$ cat src/design/ttf_pkg.sv
`default_nettype none

package ttf_pkg;

  // Depth of the triangle queue between the front and the back.
  localparam int QDEPTH = 2;

  // Multiply sequence: products for normal, binormal and tangent first, then
  // the cross product of tangent and binormal and the dot with the normal.
  localparam int MAC_A_LAST = 18;
  localparam int MAC_B_FIRST = 18;
  localparam int MAC_B_LAST = 27;
  localparam int DOT_MID = 25;
  localparam int DOT_END = 26;

  // Slot of the corner that completes a triangle.
  localparam logic [1:0] LAST_SLOT = 2'd2;

  typedef struct packed {
    logic signed [31:0] pos_x;
    logic signed [31:0] pos_y;
    logic signed [31:0] pos_z;
    logic signed [31:0] tex_u;
    logic signed [31:0] tex_v;
  } corner_t;

  typedef struct packed {
    corner_t c2;
    corner_t c1;
    corner_t c0;
  } tri_t;

  typedef struct packed {
    logic signed [15:0] normal_x;
    logic signed [15:0] normal_y;
    logic signed [15:0] normal_z;
    logic signed [15:0] tangent_x;
    logic signed [15:0] tangent_y;
    logic signed [15:0] tangent_z;
    logic signed [15:0] bitangent_x;
    logic signed [15:0] bitangent_y;
    logic signed [15:0] bitangent_z;
    logic [1:0]         corner;
    logic               last;
  } frame_t;

  typedef struct packed {
    logic               start;
    logic signed [63:0] x;
    logic signed [63:0] y;
    logic signed [63:0] z;
  } norm_req_t;

  typedef struct packed {
    logic               done;
    logic signed [15:0] x;
    logic signed [15:0] y;
    logic signed [15:0] z;
  } norm_res_t;

  typedef enum logic [2:0] {
    N_IDLE, N_FIT, N_SQ, N_SQRT, N_DINIT, N_DIV, N_DONE
  } norm_state_t;

  typedef enum logic [2:0] {
    B_IDLE, B_LOAD, B_FIT, B_MAC_A, B_NSTART, B_NWAIT, B_MAC_B, B_OUT
  } back_state_t;

endpackage

`default_nettype wire

$ cat src/design/ttf_front.sv
`default_nettype none

module ttf_front (
  input  logic            clk,
  input  logic            rst,
  input  logic            corner_valid,
  output logic            corner_ready,
  input  ttf_pkg::corner_t corner,
  output logic            push,
  output ttf_pkg::tri_t   tri_data,
  input  logic            full
);

  logic [1:0]       count;
  ttf_pkg::corner_t c0;
  ttf_pkg::corner_t c1;
  logic             accept;

  // The completing corner can only be taken when the queue has room.
  assign corner_ready = !((count == ttf_pkg::LAST_SLOT) && full);
  assign accept = corner_valid && corner_ready;
  assign push = accept && (count == ttf_pkg::LAST_SLOT);

  assign tri_data.c0 = c0;
  assign tri_data.c1 = c1;
  assign tri_data.c2 = corner;

  // Corner counter within the current triangle.
  always_ff @(posedge clk) begin
    if (rst) begin
      count <= '0;
    end else if (accept) begin
      count <= (count == ttf_pkg::LAST_SLOT) ? 2'd0 : count + 2'd1;
    end
  end

  // Hold the first two corners until the third one arrives.
  always_ff @(posedge clk) begin
    if (accept && (count == 2'd0)) begin
      c0 <= corner;
    end
    if (accept && (count == 2'd1)) begin
      c1 <= corner;
    end
  end

endmodule

`default_nettype wire

$ cat config.mk
export PLATFORM = sky130hd
export DESIGN_NAME = ttf_front
export DESIGN_NICKNAME = d
export VERILOG_FILES = /design/src/design/ttf_pkg.sv /design/src/design/ttf_front.sv
export SDC_FILE = /design/constraint.sdc
export NUM_CORES = 1
export LEC_CHECK = 0
export ABC_AREA = 1
export BUFFER_PORTS_ARGS = -buffer_cell sky130_fd_sc_hd__clkbuf_2
export CORE_AREA = 2 2 248 250
export DETAILED_ROUTE_END_ITERATION = 10
export DIE_AREA = 0 0 250 252
export GPL_TIMING_DRIVEN = 1
export MAX_ROUTING_LAYER = met4
export PLACE_DENSITY_LB_ADDON = 0.25
export SLEW_MARGIN = 5
export SYNTH_ARGS = -nofsm -noshare
export SYNTH_HDL_FRONTEND = slang
export SYNTH_SLANG_ARGS = --single-unit
export TNS_END_PERCENT = 1
$ cat constraint.sdc
create_clock -name clk -period 5 [get_ports clk]
set_input_delay 0.5 -clock clk [delete_from_list [all_inputs] [get_ports clk]]
set_output_delay 0.5 -clock clk [all_outputs]
set_load 0.01 [all_outputs]
* Yosys cells after proc, flatten, opt, wreduce, memory -nomap -nowiden
Index checks and enable logic that the tools add are counted.
** Operators by class
- Add/sub/neg operators :: 1
- Multipliers :: 0
- Divide/modulo/power cells :: 0
- Magnitude comparators :: 0
- Eq/ne operators :: 2
- Shifts and indexed selects :: 0
- Muxes and demuxes :: 1
- Bitwise logic cells :: 0
- Reduce and logical (&&, ||, !) cells :: 7
** Operators with widths (number)
- logical AND 1 bit :: 5
- adder 2 x 1 -> 2 bit (second input constant) :: 1
- == test 2 x 1 -> 1 bit (second input constant) :: 1
- == test 2 bit (second input constant) :: 1
- logical NOT 2 bit :: 1
- two-way mux 2 bit :: 1
- logical NOT 1 bit :: 1
** Storage, ports and cells
- Bits in registers :: 322
- Latch bits :: 0
- Memory bits (writable) :: 0
- ROM bits :: 0
- Memories kept :: 0

* Logic depth before layout (Yosys ltp)
- Word-level depth :: 5
- Gate-level depth with buffers :: 5
- Mapped depth without buffers :: 5

* Worst setup path before layout
Ideal clock, no wire load.
- Path kind :: input to register
- Start point :: input port corner_valid
- End point :: register c1 (netlist bit tri_data[160]) (enable)
- Arrival time :: 3.694 ns
- Data required time :: 4.487 ns
- Setup slack :: 0.794 ns
- Stages on the path :: 2
- Cells stage by stage :: nand3_1 > inv_1
** On the way
- Longest elaborated chain between the ends :: 2
** RTL lines
- start, declared :: line ttf_front.sv:6 : input logic corner_valid,
- logical AND 1 bit :: line ttf_front.sv:21 : assign accept = corner_valid && corner_ready;
- logical AND 1 bit :: line ttf_front.sv:42 : if (accept && (count == 2'd1)) begin
- end signal, assigned :: line ttf_front.sv:43 : c1 <= corner;
- end, declared :: line ttf_front.sv:16 : ttf_pkg::corner_t c1;
Every way passes these cells.
A chain may end at the register's enable or synchronous reset.

* Worst setup path in the final report
- Start point :: register count[1]
- End point :: register c1 (netlist bit tri_data[240]) (enable)
** On the way
- Longest elaborated chain between the ends :: 5
** RTL lines
- start, declared :: line ttf_front.sv:14 : logic [1:0] count;
- start signal, assigned :: line ttf_front.sv:33 : count <= (count == ttf_pkg::LAST_SLOT) ? 2'd0 : count + 2'd1;
- == test 2 bit :: line ttf_front.sv:20 : assign corner_ready = !((count == ttf_pkg::LAST_SLOT) && full);
- logical AND 1 bit :: line ttf_front.sv:20
- logical NOT 1 bit :: line ttf_front.sv:20
- logical AND 1 bit :: line ttf_front.sv:21
- logical AND 1 bit * :: line ttf_front.sv:42
Every way passes the cells marked *; elsewhere a longest branch is shown, timed or not.

==> results_dict.tcl <==
set metrics [dict create \
    status "complete, no violations" \
    die_area_um2 63000 \
    tns_ns 0 \
    cap_viol_max_count 0 \
    htreeDepth 2 \
    yosysWarningCount 0 \
    cpLargestDelayFamily "buffers and inverters" \
    yosys_register_bits 322 \
    drtPass1Iterations 6 \
    placementRows 90 \
    slew_of_the_pin_with_the_lowest_slew_margin_ns 0.5719 \
    post-route-min-period_ns 2.017 \
    clk_pin_slew_worst_paths_ns 0.05 \
    gp_congestion 0.7586 \
    route.final.wire_length_mm 29.52 \
    synth_fa_ha_area_share_pct 0 \
    grt.overflow.total 0 \
    power.static_leakage_nw 6.329 \
    powerDensity_nw_per_um2 416.5 \
    crit_path_max_incr_delay_ns 0.55 \
    hold_viol 0 \
    syn-cell-area_um2 10910 \
    synth_top_cell_area_share_pct 88.04 \
    io_buffer_count 645 \
    maxClockFrequency_mhz 495.8 \
    drt.antenna.violating_nets 0 \
    route.detailed.vias_per_inst 3.378 \
    total_core_area_um2 60130 \
    rsz0062_at_grt "no" \
    cts_inserted_buffers 37 \
    timing_worst_setup_path_type "reg -> reg" \
    netlist-cell-type-count 11 \
    synth_area_leaders "sky130_fd_sc_hd__edfxtp_1, sky130_fd_sc_hd__buf_4, sky130_fd_sc_hd__dfxtp_1, sky130_fd_sc_hd__inv_1, sky130_fd_sc_hd__a21oi_1" \
    nFillCells 6250 \
    synth_top_cells_by_count "sky130_fd_sc_hd__edfxtp_1, sky130_fd_sc_hd__buf_4, sky130_fd_sc_hd__inv_1" \
    drive_above_1_share_pct 67.17 \
    critical_path.endpoint_type "flip-flop" \
    via_count_of_the_first_global_routing_pass 5929 \
    synth-edff-count 320 \
    via_count 6199 \
    flow.area_growth_from_synthesis_pct 39.02 \
    worst_slew_margin_rel_pct 61.87 \
    start_kind "flip-flop" \
    netlist.top_cell.by_area "sky130_fd_sc_hd__edfxtp_1" \
    tritoncts "done" \
    clkLatencyLatePin_ns 0.53 \
    post_synthesis_average_cell_area_um2 22.05 \
    post-route-drc-count 0 \
    main_combinational_cell_family_by_area_after_synthesis "buffers and inverters" \
    clock-root-buffer "sky130_fd_sc_hd__clkbuf_16" \
    finalCritPeriodShare_pct 40.34 \
    yosys.area_share.simple_pct 0.3554 \
    critical_path.n_buffers_inverters 3 \
    clock-sinks 322 \
    grt_start_max_net_pins 81 \
    multiplexer_fraction_of_the_synthesized_cell_area_pct 0 \
    synth-async-reset-ratio_pct 0 \
    mapped_nets 659 \
    initial_utilization_pct 18.15 \
    dpl.hpwl_mm 21.74 \
    clock-skew-final_ns 0.009866 \
    grt_antenna_before_repair 2 \
    synth_compound_area_share_pct 0.09171 \
    irDropWorstVdd_mv 0.2621 \
    chipHeight_um 252 \
    post_synth_xor_area_fraction_pct 0 \
    routed_length_per_instance_um 16.08 \
    synth_cells 495 \
    most_instantiated_flip_flop_cell_in_the_synthesis_netlist "sky130_fd_sc_hd__edfxtp_1" \
    first_iter_violations 322 \
    grt_pass1_wl_mm 40.05 \
    final_max_slew_viol_count 0 \
    cts-root-to-sink-buffers 3 \
    grt_util_all_layers_pct 9.017 \
    die_width_um 250 \
    number_of_hold_repair_buffers_added_at_the_cts_stage 0 \
    critical_path_top_delay_cell "sky130_fd_sc_hd__buf_4" \
    nets 1187 \
    cp_data_arrival_time_ns 2.18 \
    yosysSeqAreaShare_pct 88.41 \
    crit_path_cell_trace "inv_1 -> nand3_1 -> inv_6 -> buf_4" \
    cts_repair_resize_count 0 \
    crit_required_ns 5.16 \
    hold_class "in -> reg" \
    report.final.setup_viol 0 \
    io_pins 646 \
    crit_fanout 49 \
    finish.utilization_pct 25.23 \
    cts_setup_buffers 0 \
    synth.most_common_cell "sky130_fd_sc_hd__edfxtp_1" \
]
## metal layers
layer	wire length, µm	share of wire (%)	track usage [%]	vias to the layer above
met3	2163	7.3	2.651	54
met5	0	0	-	-
li1	-	-	-	2781
met2	15230	52	14.96	349
met1	11090	38	9.986	3015
met4	1024	3.5	4.277	0
## flip-flops by register name, summed over array words and instances (netlist names)
name and cells:
tri_data 320, count 2
## final timing paths
path	start	endpoint	slack [ns]	depth (start not counted)
max	count[1]	tri_data[240]	2.98	4
min	rst	count[0]	0.14	2
max reg2reg	count[1]	tri_data[240]	2.98	4
min reg2reg	count[1]	count[1]	0.50	2
## power breakdown
group | total, W | internal (W) | switching, W
clock network | 0.00263 | 0.00158 | 0.00104
logic | 0.000512 | 0.000176 | 0.000336
registers | 0.00318 | 0.00314 | 0.0000367
total | 0.00632 | 0.00490 | 0.00142
## worst reg2reg max path: stages, from the launching register on
cell	delay, ns
sky130_fd_sc_hd__dfxtp_1	0.33
sky130_fd_sc_hd__inv_1	0.09
sky130_fd_sc_hd__nand3_1	0.16
sky130_fd_sc_hd__inv_6	0.40
sky130_fd_sc_hd__buf_4	0.64
## logic make-up (layout without fill, tap and decap cells)
logic type             Yosys count  in the layout
DFF                            322            322
buffers and inverters          164            720
and+or+nand+nor                  7              7
AOI/OAI and AO/OA                2              2
other                            0              2
## placed cells by master (no fill, tap or decap)
cell,count
sky130_fd_sc_hd__dfxtp_1,2
sky130_fd_sc_hd__inv_1,1
sky130_fd_sc_hd__inv_6,4
sky130_fd_sc_hd__clkinv_2,7
sky130_fd_sc_hd__nand3_2,1
sky130_fd_sc_hd__a21oi_1,2
sky130_fd_sc_hd__bufinv_16,3
sky130_fd_sc_hd__nor3_1,1
sky130_fd_sc_hd__clkbuf_16,39
sky130_fd_sc_hd__clkbuf_1,9
sky130_fd_sc_hd__buf_4,2
sky130_fd_sc_hd__nand3_1,2
sky130_fd_sc_hd__inv_2,1
sky130_fd_sc_hd__diode_2,2
sky130_fd_sc_hd__buf_12,2
sky130_fd_sc_hd__nand2_2,1
sky130_fd_sc_hd__clkinv_1,6
sky130_fd_sc_hd__edfxtp_1,320
sky130_fd_sc_hd__nand2_1,2
sky130_fd_sc_hd__clkinv_4,1
sky130_fd_sc_hd__clkbuf_2,645
## metrics by stage
step	hold WS, ns	std cells	setup WS (ns)	total power [W]	instance area, µm²
2_1_floorplan	0.4584	495	0.7935	0.003515	10910
3_3_place_gp	0.4784	1766	2.721	0.003768	13980
3_5_place_dp	0.4885	1766	2.747	0.003766	13980
4_1_cts	0.08518	1833	2.949	0.006452	15170
5_1_grt	0.09907	1835	2.819	0.006575	15170
6_report	0.1386	1835	2.983	0.006319	15170
## cell type report
type,count,area (µm²),area share [%]
Sequential cell,322,9649,63.59
Clock buffer,48,1010,6.655
Antenna cell,2,5.005,0.03298
Clock inverter,19,173.9,1.146
Timing Repair Buffer,649,3283,21.64
Tap cell,782,978.4,6.448
Inverter,4,25.02,0.1649
Multi-Input combinational cell,9,48.80,0.3216
Note: power is estimated with default switching activity, not from simulation.
