[src/design/ttf_pkg.sv]
`default_nettype none

package ttf_pkg;

  // Depth of the triangle queue between the front and the back.
  localparam int QDEPTH = 2;

  // Multiply sequence: products for normal, binormal and tangent first, then
  // the cross product of tangent and binormal and the dot with the normal.
  localparam int MAC_A_LAST = 18;
  localparam int MAC_B_FIRST = 18;
  localparam int MAC_B_LAST = 27;
  localparam int DOT_MID = 25;
  localparam int DOT_END = 26;

  // Slot of the corner that completes a triangle.
  localparam logic [1:0] LAST_SLOT = 2'd2;

  typedef struct packed {
    logic signed [31:0] pos_x;
    logic signed [31:0] pos_y;
    logic signed [31:0] pos_z;
    logic signed [31:0] tex_u;
    logic signed [31:0] tex_v;
  } corner_t;

  typedef struct packed {
    corner_t c2;
    corner_t c1;
    corner_t c0;
  } tri_t;

  typedef struct packed {
    logic signed [15:0] normal_x;
    logic signed [15:0] normal_y;
    logic signed [15:0] normal_z;
    logic signed [15:0] tangent_x;
    logic signed [15:0] tangent_y;
    logic signed [15:0] tangent_z;
    logic signed [15:0] bitangent_x;
    logic signed [15:0] bitangent_y;
    logic signed [15:0] bitangent_z;
    logic [1:0]         corner;
    logic               last;
  } frame_t;

  typedef struct packed {
    logic               start;
    logic signed [63:0] x;
    logic signed [63:0] y;
    logic signed [63:0] z;
  } norm_req_t;

  typedef struct packed {
    logic               done;
    logic signed [15:0] x;
    logic signed [15:0] y;
    logic signed [15:0] z;
  } norm_res_t;

  typedef enum logic [2:0] {
    N_IDLE, N_FIT, N_SQ, N_SQRT, N_DINIT, N_DIV, N_DONE
  } norm_state_t;

  typedef enum logic [2:0] {
    B_IDLE, B_LOAD, B_FIT, B_MAC_A, B_NSTART, B_NWAIT, B_MAC_B, B_OUT
  } back_state_t;

endpackage

`default_nettype wire

[src/design/ttf_queue.sv]
`default_nettype none

module ttf_queue #(
  parameter int DEPTH = ttf_pkg::QDEPTH
) (
  input  logic          clk,
  input  logic          rst,
  input  logic          push,
  input  ttf_pkg::tri_t wdata,
  output logic          full,
  output logic          valid,
  output ttf_pkg::tri_t rdata,
  input  logic          pop
);

  localparam int PW = $clog2(DEPTH);
  localparam int CW = $clog2(DEPTH + 1);

  ttf_pkg::tri_t mem [DEPTH];
  logic [PW-1:0] wptr;
  logic [PW-1:0] rptr;
  logic [CW-1:0] cnt;
  logic          do_push;
  logic          do_pop;

  assign full = (cnt == CW'(DEPTH));
  assign valid = (cnt != '0);
  assign rdata = mem[rptr];
  assign do_push = push && !full;
  assign do_pop = pop && valid;

  // Pointers and fill count.
  always_ff @(posedge clk) begin
    if (rst) begin
      wptr <= '0;
      rptr <= '0;
      cnt  <= '0;
    end else begin
      if (do_push) begin
        wptr <= (wptr == PW'(DEPTH - 1)) ? '0 : wptr + 1'b1;
      end
      if (do_pop) begin
        rptr <= (rptr == PW'(DEPTH - 1)) ? '0 : rptr + 1'b1;
      end
      if (do_push && !do_pop) begin
        cnt <= cnt + 1'b1;
      end else if (do_pop && !do_push) begin
        cnt <= cnt - 1'b1;
      end
    end
  end

  // Triangle storage.
  always_ff @(posedge clk) begin
    if (do_push) begin
      mem[wptr] <= wdata;
    end
  end

endmodule

`default_nettype wire

[config.mk]
export PLATFORM = sky130hd
export DESIGN_NAME = ttf_queue
export DESIGN_NICKNAME = d
export VERILOG_FILES = /design/src/design/ttf_pkg.sv /design/src/design/ttf_queue.sv
export SDC_FILE = /design/constraint.sdc
export NUM_CORES = 1
export LEC_CHECK = 0
export ABC_AREA = 1
export CAP_MARGIN = 5
export CORE_AREA = 4 4 377 379
export CTS_CLUSTER_DIAMETER = 120
export DETAILED_ROUTE_END_ITERATION = 16
export DIE_AREA = 0 0 381 383
export DONT_BUFFER_PORTS = 1
export SLEW_MARGIN = 20
export SYNTH_ARGS = -nofsm -noshare
export SYNTH_HDL_FRONTEND = slang
export SYNTH_SLANG_ARGS = --single-unit
[constraint.sdc]
create_clock -name clk -period 40.4 [get_ports clk]
set_input_delay 8.08 -clock clk [delete_from_list [all_inputs] [get_ports clk]]
set_output_delay 8.08 -clock clk [all_outputs]
set_load 0.02 [all_outputs]
== Word-level counts from Yosys, hierarchy flattened ==
Memory sizes are Yosys's and may differ from the RTL's. A register that Yosys moved wholly into a read port is not among the register bits.
Cells that the tools add are included.
Storage, ports and cells
  register bits: 4
  bits in writable memories: 960
  output and inout port bits: 482
  memories kept: 1
  logic and storage cells: 26
Memory list
  mem: words 2, bits a word 480, rd ports 1, clocked after Yosys merged registers in 1, write ports 1, line ttf_queue.sv:19  | ttf_pkg::tri_t mem [DEPTH];
Operators by class
  muxes and demuxes: 8
  $add $sub $neg: 4
  equal/unequal tests: 1
  reduce and logical (&&, ||, !) cells: 9
Operator list (number)
  1-bit 2-to-1 mux: 6
  1-bit logical AND: 4
  2-bit 2-to-1 mux: 2
  2-bit nonzero test: 2
  1-bit logical NOT: 3
  1-bit adder, second input constant: 2
  2-bit by 1-bit adder with 2-bit output, second input constant: 1
  2-bit == test, second input constant: 1
  2-bit by 1-bit subtractor with 2-bit output, second input constant: 1

== Longest topological paths before layout ==
Gate-level depths: netlist (run 1).
  depth in word-level cells: 7
  mapped depth: 10

== Worst setup path after synthesis (run 1) ==
OpenSTA, ideal clock, no wires.
  path kind: input port to flip-flop
  from: in push
  to: mem mem[0][0] in the netlist's numbering (enable)
  required time: 39.063 ns
  arrival time: 28.083 ns
  path slack: 10.980 ns
  cell stages on the path: 2
  library setup time: 1.337 ns
  cell sequence: o21ai_0 -> nor2_1
Between the ends
  cells in the longest elaborated chain, start to end: 3
Ends and longest elaborated chain
  start, declared: line ttf_queue.sv:8  | input logic push,
  1-bit logical AND: line ttf_queue.sv:29  | assign do_push = push && !full;
  1-bit 2-to-1 mux: line ttf_queue.sv:55  | if (do_push) begin
  1-bit 2-to-1 mux (implied by the code): line ttf_queue.sv:56  | mem[wptr] <= wdata;
  end, declared: line ttf_queue.sv:19
No other way between the ends.

==> results.ini, run 1 <==
[clock_network]
cts_root_buf=clkbuf_16
tritoncts=done
cts_buffers=98
clkLatencyLatePin_ns=0.68
htreeDepth=3
cts_sinks=965
clkTransAtPathRegs_ns=0.06
post_cts_buffers=0
ctsResizeCount=0
hold_buffers=0
ctsLongestPathBuffers=3

[sta]
slew_viol_final=0
hold_viol_final=0
max_freq_mhz=75.8
slew_headroom=0.329
skew_ns=0.0205
fin_crit_ns=13.19
tightest_slew_ns=1.01
rsz0062_at_grt=false
period_share=0.327
hold_ws_ns=0.530
setup_viol=0
fin_tns_setup_ns=0
setup_ws_ns=27.21

[synthesis]
postSynthAreaPerCell_um2=22.8
synth_top_family_by_area=multiplexers
synthDistinctLibCells=14
synth_compound_area_frac=0.000718
yosys.area_share.xor_xnor=0
synthesis.area_um2=34900
synth_cells=1530
synthMuxAreaShare=0.155
yosys.area_share.simple=0.00208
ys_seq_area_frac=0.829
synthAdderAreaFrac=0.000359
yosysWarningCount=0
syn_nets=2015
ys_ff_latch=965

[floorplan]
ios=966
rows=137
dieWidth_um=381
core_area_um2=139000
die-height_um=383
start_util=0.251
floorplan.die_area_um2=146000

[critical_path]
startpoint_type=flip-flop
crit_type=reg -> out
crit_slowest_cell=dfxtp_4
endpoint_kind=output pin
worstPathCellList=buf_12, buf_4, buf_4, buf_4, mux2_1
critPathBufInv=4
crit_top_cell=buf_4
crit_family=buffers and inverters
crit_path_max_fanout=141
cp_slowest_stage_delay_ns=0.85
worstPathRequired_ns=32.32
critPathArrivalTime_ns=5.11

[cells_and_area]
fin_nets=2081
area_delta_synth_final_pct=14.8
post-route-util=0.288
fillers=13500
final_layout_size_suffix_gt1_frac=0.264
design_area_um2=40100
fin_cells=3494

[placement]
gp_congestion=0.912
hpwl_mm=72.6
placedCellCount=3303
place.port_buffers=0
place_area_um2=36900
place_ws_ns=27.55

[power]
vdd_drop_max_uv=47.6
total_power_mw=2.72
power_density_nw_per_um2=67.9
leakage_nw=12.5

[global_route]
grt_first_pass_wirelength_mm=127
grt.total_usage=0.124
grt_overflow_total=0
grt_pass1_vias=15600
antenna_found_initial=33
grt_max_degree=142

[detailed_routing]
top_layer=met5
wl_met2_mm=48.8
wirelength_mm=94.2
ant_nets=0
dr.pass1.iters=4
drt_iter0_drc=939
wl_met1_mm=30.5
routedWlPerCell_um=27.0
viasPerCell=4.22
wl_met3_mm=12.5
num_vias=14800
drc=0

[run]
cap_violations=0

[status]
status=finished, final reports clean

[hold_path]
min_path_type=reg -> reg

cell type report:
type                    count  area, µm²  share of cell area
diodes                     11       27.5            0.000687
flip-flops and latches    965      28900               0.722
clock buffers             123       2590              0.0646
well taps                1807       2260              0.0564
clock inverters            57        518              0.0129
repair buffers             19        166             0.00415
multi-input cells         504       5530               0.138
inverters                   8       30.0            0.000750
cell usage after synthesis, drive strengths merged:
cell | number | area, µm²
nand2 | 7 | 26.3
o21ai | 3 | 15.0
nand3 | 2 | 10.0
edfxtp | 960 | 28800
inv | 8 | 30.0
dfxtp | 5 | 100
nand4 | 1 | 6.26
nor2 | 8 | 30.0
buf | 53 | 403
ha | 1 | 12.5
mux2 | 480 | 5410
a21oi | 2 | 10.0
routing by layer:
layer	global-route usage	vias up
li1	-	6252
met3	0.0757	156
met2	0.218	801
met4	0.0364	4
met5	0	-
met1	0.120	7540
tightest hold or removal path: stages (launching register included):
cell and delay [ns]:
dfxtp_1 0.34, a21oi_1 0.07, nor2_1 0.09
state kept, by name, indices dropped and copies added, names as in the netlist, named ones only:
register,cells
rptr,1
cnt,2
wptr,1
mem,960
worst paths after layout:
| kind | from | to | slack (ns) | cells past startpoint |
|---|---|---|---|---|
| setup / recovery | flip-flop | rdata[332] | 27.21 | 5 |
| hold reg to reg | rptr | flip-flop | 0.53 | 2 |
| setup reg to reg | cnt[1] | mem[0][269] | 35.27 | 7 |
| hold / removal | rptr | flip-flop | 0.53 | 2 |
where the power goes:
group	switching (mW)	leakage, nW	total (mW)	internal (mW)
sequential	0.0342	8.99	1.30	1.27
clock	0.367	1.52	0.868	0.501
combinational	0.412	2.01	0.550	0.138
total	0.813	12.5	2.72	1.91
placed cells by master, fill, tap and decap left out, drive strengths merged:
cell,n
clkinvlp,3
o21ai,3
a21oi,2
inv,17
buf,19
ha,1
edfxtp,960
diode,11
bufinv,7
nand3,2
clkbuf,123
dfxtp,5
nand2,7
mux2,480
clkinv,38
nor2,8
nand4,1
kinds of logic (layout without fill, tap and decap cells):
| group | Yosys count | count (layout) |
|---|---|---|
| AND/OR/NAND/NOR | 18 | 18 |
| buffers and inverters | 61 | 207 |
| adder cells (fa/ha/maj) | 1 | 1 |
| other | 0 | 11 |
| flip-flops | 965 | 965 |
| multiplexers | 480 | 480 |
| AO/OA/AOI/OAI | 5 | 5 |
Note: power is estimated with default switching activity, not from simulation.
==> run 2, diff against run 1 <==
--- a/config.mk
+++ b/config.mk
@@ -5,12 +5,12 @@
 export SDC_FILE = /design/constraint.sdc
 export NUM_CORES = 1
 export LEC_CHECK = 0
-export ABC_AREA = 1
+export ABC_AREA = 0
 export CAP_MARGIN = 5
-export CORE_AREA = 4 4 377 379
+export CORE_AREA = 4 4 372 374
 export CTS_CLUSTER_DIAMETER = 120
 export DETAILED_ROUTE_END_ITERATION = 16
-export DIE_AREA = 0 0 381 383
+export DIE_AREA = 0 0 376 378
 export DONT_BUFFER_PORTS = 1
 export SLEW_MARGIN = 20
 export SYNTH_ARGS = -nofsm -noshare
==> constraint.sdc (replaced) <==
create_clock -name clk -period 13.2 [get_ports clk]
set_input_delay 2.64 -clock clk [delete_from_list [all_inputs] [get_ports clk]]
set_output_delay 2.64 -clock clk [all_outputs]
set_load 0.02 [all_outputs]
==> results.ini, run 2 <==
[synthesis]
yosysWarningCount=0  ; unchanged
ys_ff_latch=965  ; unchanged
postSynthAreaPerCell_um2=23.0  ; was 22.8 µm²
syn_nets=2003  ; was 2015
synthDistinctLibCells=16  ; was 14
ys_seq_area_frac=0.830  ; was 0.829
yosysTopAreaCell=edfxtp_1  ; unchanged
synth_top_cell_area_share=0.827  ; about the same
synthArstFlopShare=0  ; unchanged
synth_area_leaders=edfxtp_1 83%, mux2_2 9.0%, mux2_1 6.5%, buf_6 0.71%, buf_2 0.45%  ; was edfxtp_1 83%, mux2_2 9.0%, mux2_1 6.5%, buf_6 0.71%, buf_2 0.44%
synth_edf_count=960  ; unchanged
synth_cells=1518  ; was 1530
yosysMostFrequentCell=edfxtp_1  ; unchanged
synthesis.area_um2=34900  ; about the same
synth_flop_cell=edfxtp_1  ; unchanged
synth_common_cells=960 x edfxtp_1, 280 x mux2_2, 200 x mux2_1, 31 x buf_2, 22 x buf_6  ; unchanged

[power]
leakage_nw=12.6  ; was 12.5 nW
vdd_drop_max_uv=123  ; was 47.6 µV
power_density_nw_per_um2=214  ; was 67.9 nW/µm²

[clock_network]
cts_buffers=98  ; unchanged
clkTransAtPathRegs_ns=0.06  ; about the same
tritoncts=done  ; unchanged
ctsLongestPathBuffers=3  ; unchanged
post_cts_buffers=0  ; unchanged
htreeDepth=3  ; unchanged
cts_root_buf=clkbuf_16  ; unchanged
hold_buffers=0  ; unchanged
ctsResizeCount=0  ; unchanged
clkLatencyLatePin_ns=0.68  ; about the same
cts_sinks=965  ; unchanged

[floorplan]
start_util=0.258  ; was 0.251
core_area_um2=135000  ; was 139000 µm²
floorplan.die_area_um2=142000  ; was 146000 µm²
ios=966  ; unchanged
die-height_um=378  ; was 383 µm
rows=135  ; was 137
dieWidth_um=376  ; was 381 µm

[cells_and_area]
final_layout_size_suffix_gt1_frac=0.269  ; was 0.264
fin_nets=2064  ; was 2081
post-route-util=0.298  ; was 0.288
largest_register_ffs=960  ; unchanged
mostFrequentLayoutCell=edfxtp_1  ; unchanged
top_register=mem  ; unchanged
fillers=12900  ; was 13500
top_regs=mem x960, cnt x2  ; unchanged
area_delta_synth_final_pct=15.4  ; was 14.8%
fin_cells=3467  ; was 3494
final_cell_mix=960 x edfxtp_1, 280 x mux2_2, 200 x mux2_1, 99 x clkbuf_16, 26 x clkinv_1  ; was 960 x edfxtp_1, 280 x mux2_2, 200 x mux2_1, 100 x clkbuf_16, 23 x clkbuf_1

[global_route]
grt_max_degree=158  ; was 142
grt.total_usage=0.120  ; was 0.124
antenna_found_initial=32  ; was 33
grt_first_pass_wirelength_mm=121  ; was 127 mm
grt_pass1_vias=15200  ; was 15600
grt_overflow_total=0  ; unchanged

[detailed_routing]
dr.pass1.iters=5  ; was 4
num_vias=14600  ; was 14800
wirelength_mm=90.7  ; was 94.2 mm
routedWlPerCell_um=26.2  ; was 27.0 µm
ant_nets=0  ; unchanged
drc=0  ; unchanged
viasPerCell=4.20  ; was 4.22
drt_iter0_drc=971  ; was 939

[sta]
hold_ws_ns=0.493  ; was 0.530 ns
period_share=0.483
tightest_slew_ns=1.13  ; was 1.01 ns
slew_headroom=0.245  ; was 0.329
skew_ns=0.0272  ; was 0.0205 ns
max_freq_mhz=157
fin_tns_setup_ns=0  ; unchanged
slew_viol_final=0  ; unchanged
setup_viol=0  ; unchanged
rsz0062_at_grt=false  ; unchanged
fin_crit_ns=6.38
hold_viol_final=0  ; unchanged
setup_ws_ns=6.82  ; was 27.21 ns

[placement]
gp_congestion=0.948  ; was 0.912
hpwl_mm=67.7  ; was 72.6 mm
place.port_buffers=0  ; unchanged
placedCellCount=3260  ; was 3303
place_ws_ns=7.41  ; was 27.55 ns

[critical_path]
endpoint_kind=output pin  ; unchanged
startpoint_type=flip-flop  ; unchanged
crit_type=reg -> out  ; unchanged
worstPathRequired_ns=10.56  ; was 32.32 ns
critPathArrivalTime_ns=3.74  ; was 5.11 ns
crit_path_max_fanout=82  ; was 141

[hold_path]
min_path_type=reg -> reg  ; unchanged

[run]
cap_violations=0  ; unchanged

[status]
status=finished, final reports clean  ; unchanged

-- run 2: cell count changes in the layout (fill, tap and decap cells not counted), moves of 4 or more --
cell	delta
clkbuf_1	-15
diode_2	+13
clkinv_1	+9
inv_1	-7
nand2_1	-7
buf_4	-5
bufinv_16	+5
clkinv_2	-5
clkinvlp_4	+4
inv_8	+4
-- run 2: final timing paths --
path              cells past startpoint      start  slack (ns)          end
hold / removal                        2       wptr        0.49         wptr
hold reg to reg                       2       wptr        0.49         wptr
setup / recovery                      3  flip-flop        6.82   rdata[441]
setup reg to reg                      5     cnt[0]        9.50  mem[1][311]
-- run 2: kinds of logic (layout without fill, tap and decap cells) --
| logic type | after synthesis | count (layout) | share of synthesized area |
|---|---|---|---|
| compound gates | 5 | 5 | 0.000718 |
| xor+xnor | 3 | 3 | 0.000754 |
| fa+ha+maj | 1 | 1 | 0.000359 |
| buf+inv | 55 | 199 | 0.0118 |
| flops | 965 | 965 | 0.830 |
| mux | 480 | 480 | 0.155 |
| other cells | 0 | 24 | 0 |
| simple gates | 9 | 9 | 0.00133 |
-- run 2: where the power goes --
group,switching (mW),internal (mW)
sequential,0.117,3.86
combinational,1.36,0.494
clock,1.16,1.62
total,2.63,5.98
-- run 2: final cells by class --
class                   count  area [µm²]  share of cell area
inverters                   2        15.0            0.000373
repair buffers             14         146             0.00364
flip-flops and latches    965       28900               0.720
clock buffers             107        2510              0.0624
diodes                     24        60.1             0.00149
clock inverters            76         802              0.0199
well taps                1781        2230              0.0554
multi-input cells         498        5520               0.137
-- run 2: per-layer routing --
| metal | global-route usage | vias to the layer above | wire length (µm) |
|---|---|---|---|
| li1 | - | 6240 | - |
| met1 | 0.124 | 7318 | 30600 |
| met2 | 0.203 | 835 | 45400 |
| met3 | 0.0659 | 153 | 11900 |
| met4 | 0.0499 | 6 | 2750 |
| met5 | 0 | - | 39 |
-- run 2: per-stage QoR --
step | area [µm²] | power [mW]
3_3_place_gp | 36800 | 5.88
4_1_cts | 40100 | 8.73
5_1_grt | 40200 | 8.98
6_report | 40200 | 8.61
3_5_place_dp | 36800 | 5.92
2_1_floorplan | 34900 | 5.74
-- run 2: worst max-delay path, stage by stage, from the launching register on --
cell and delay, ns:
dfxtp_4 0.83, buf_4 0.71, buf_4 0.88, mux2_1 0.51
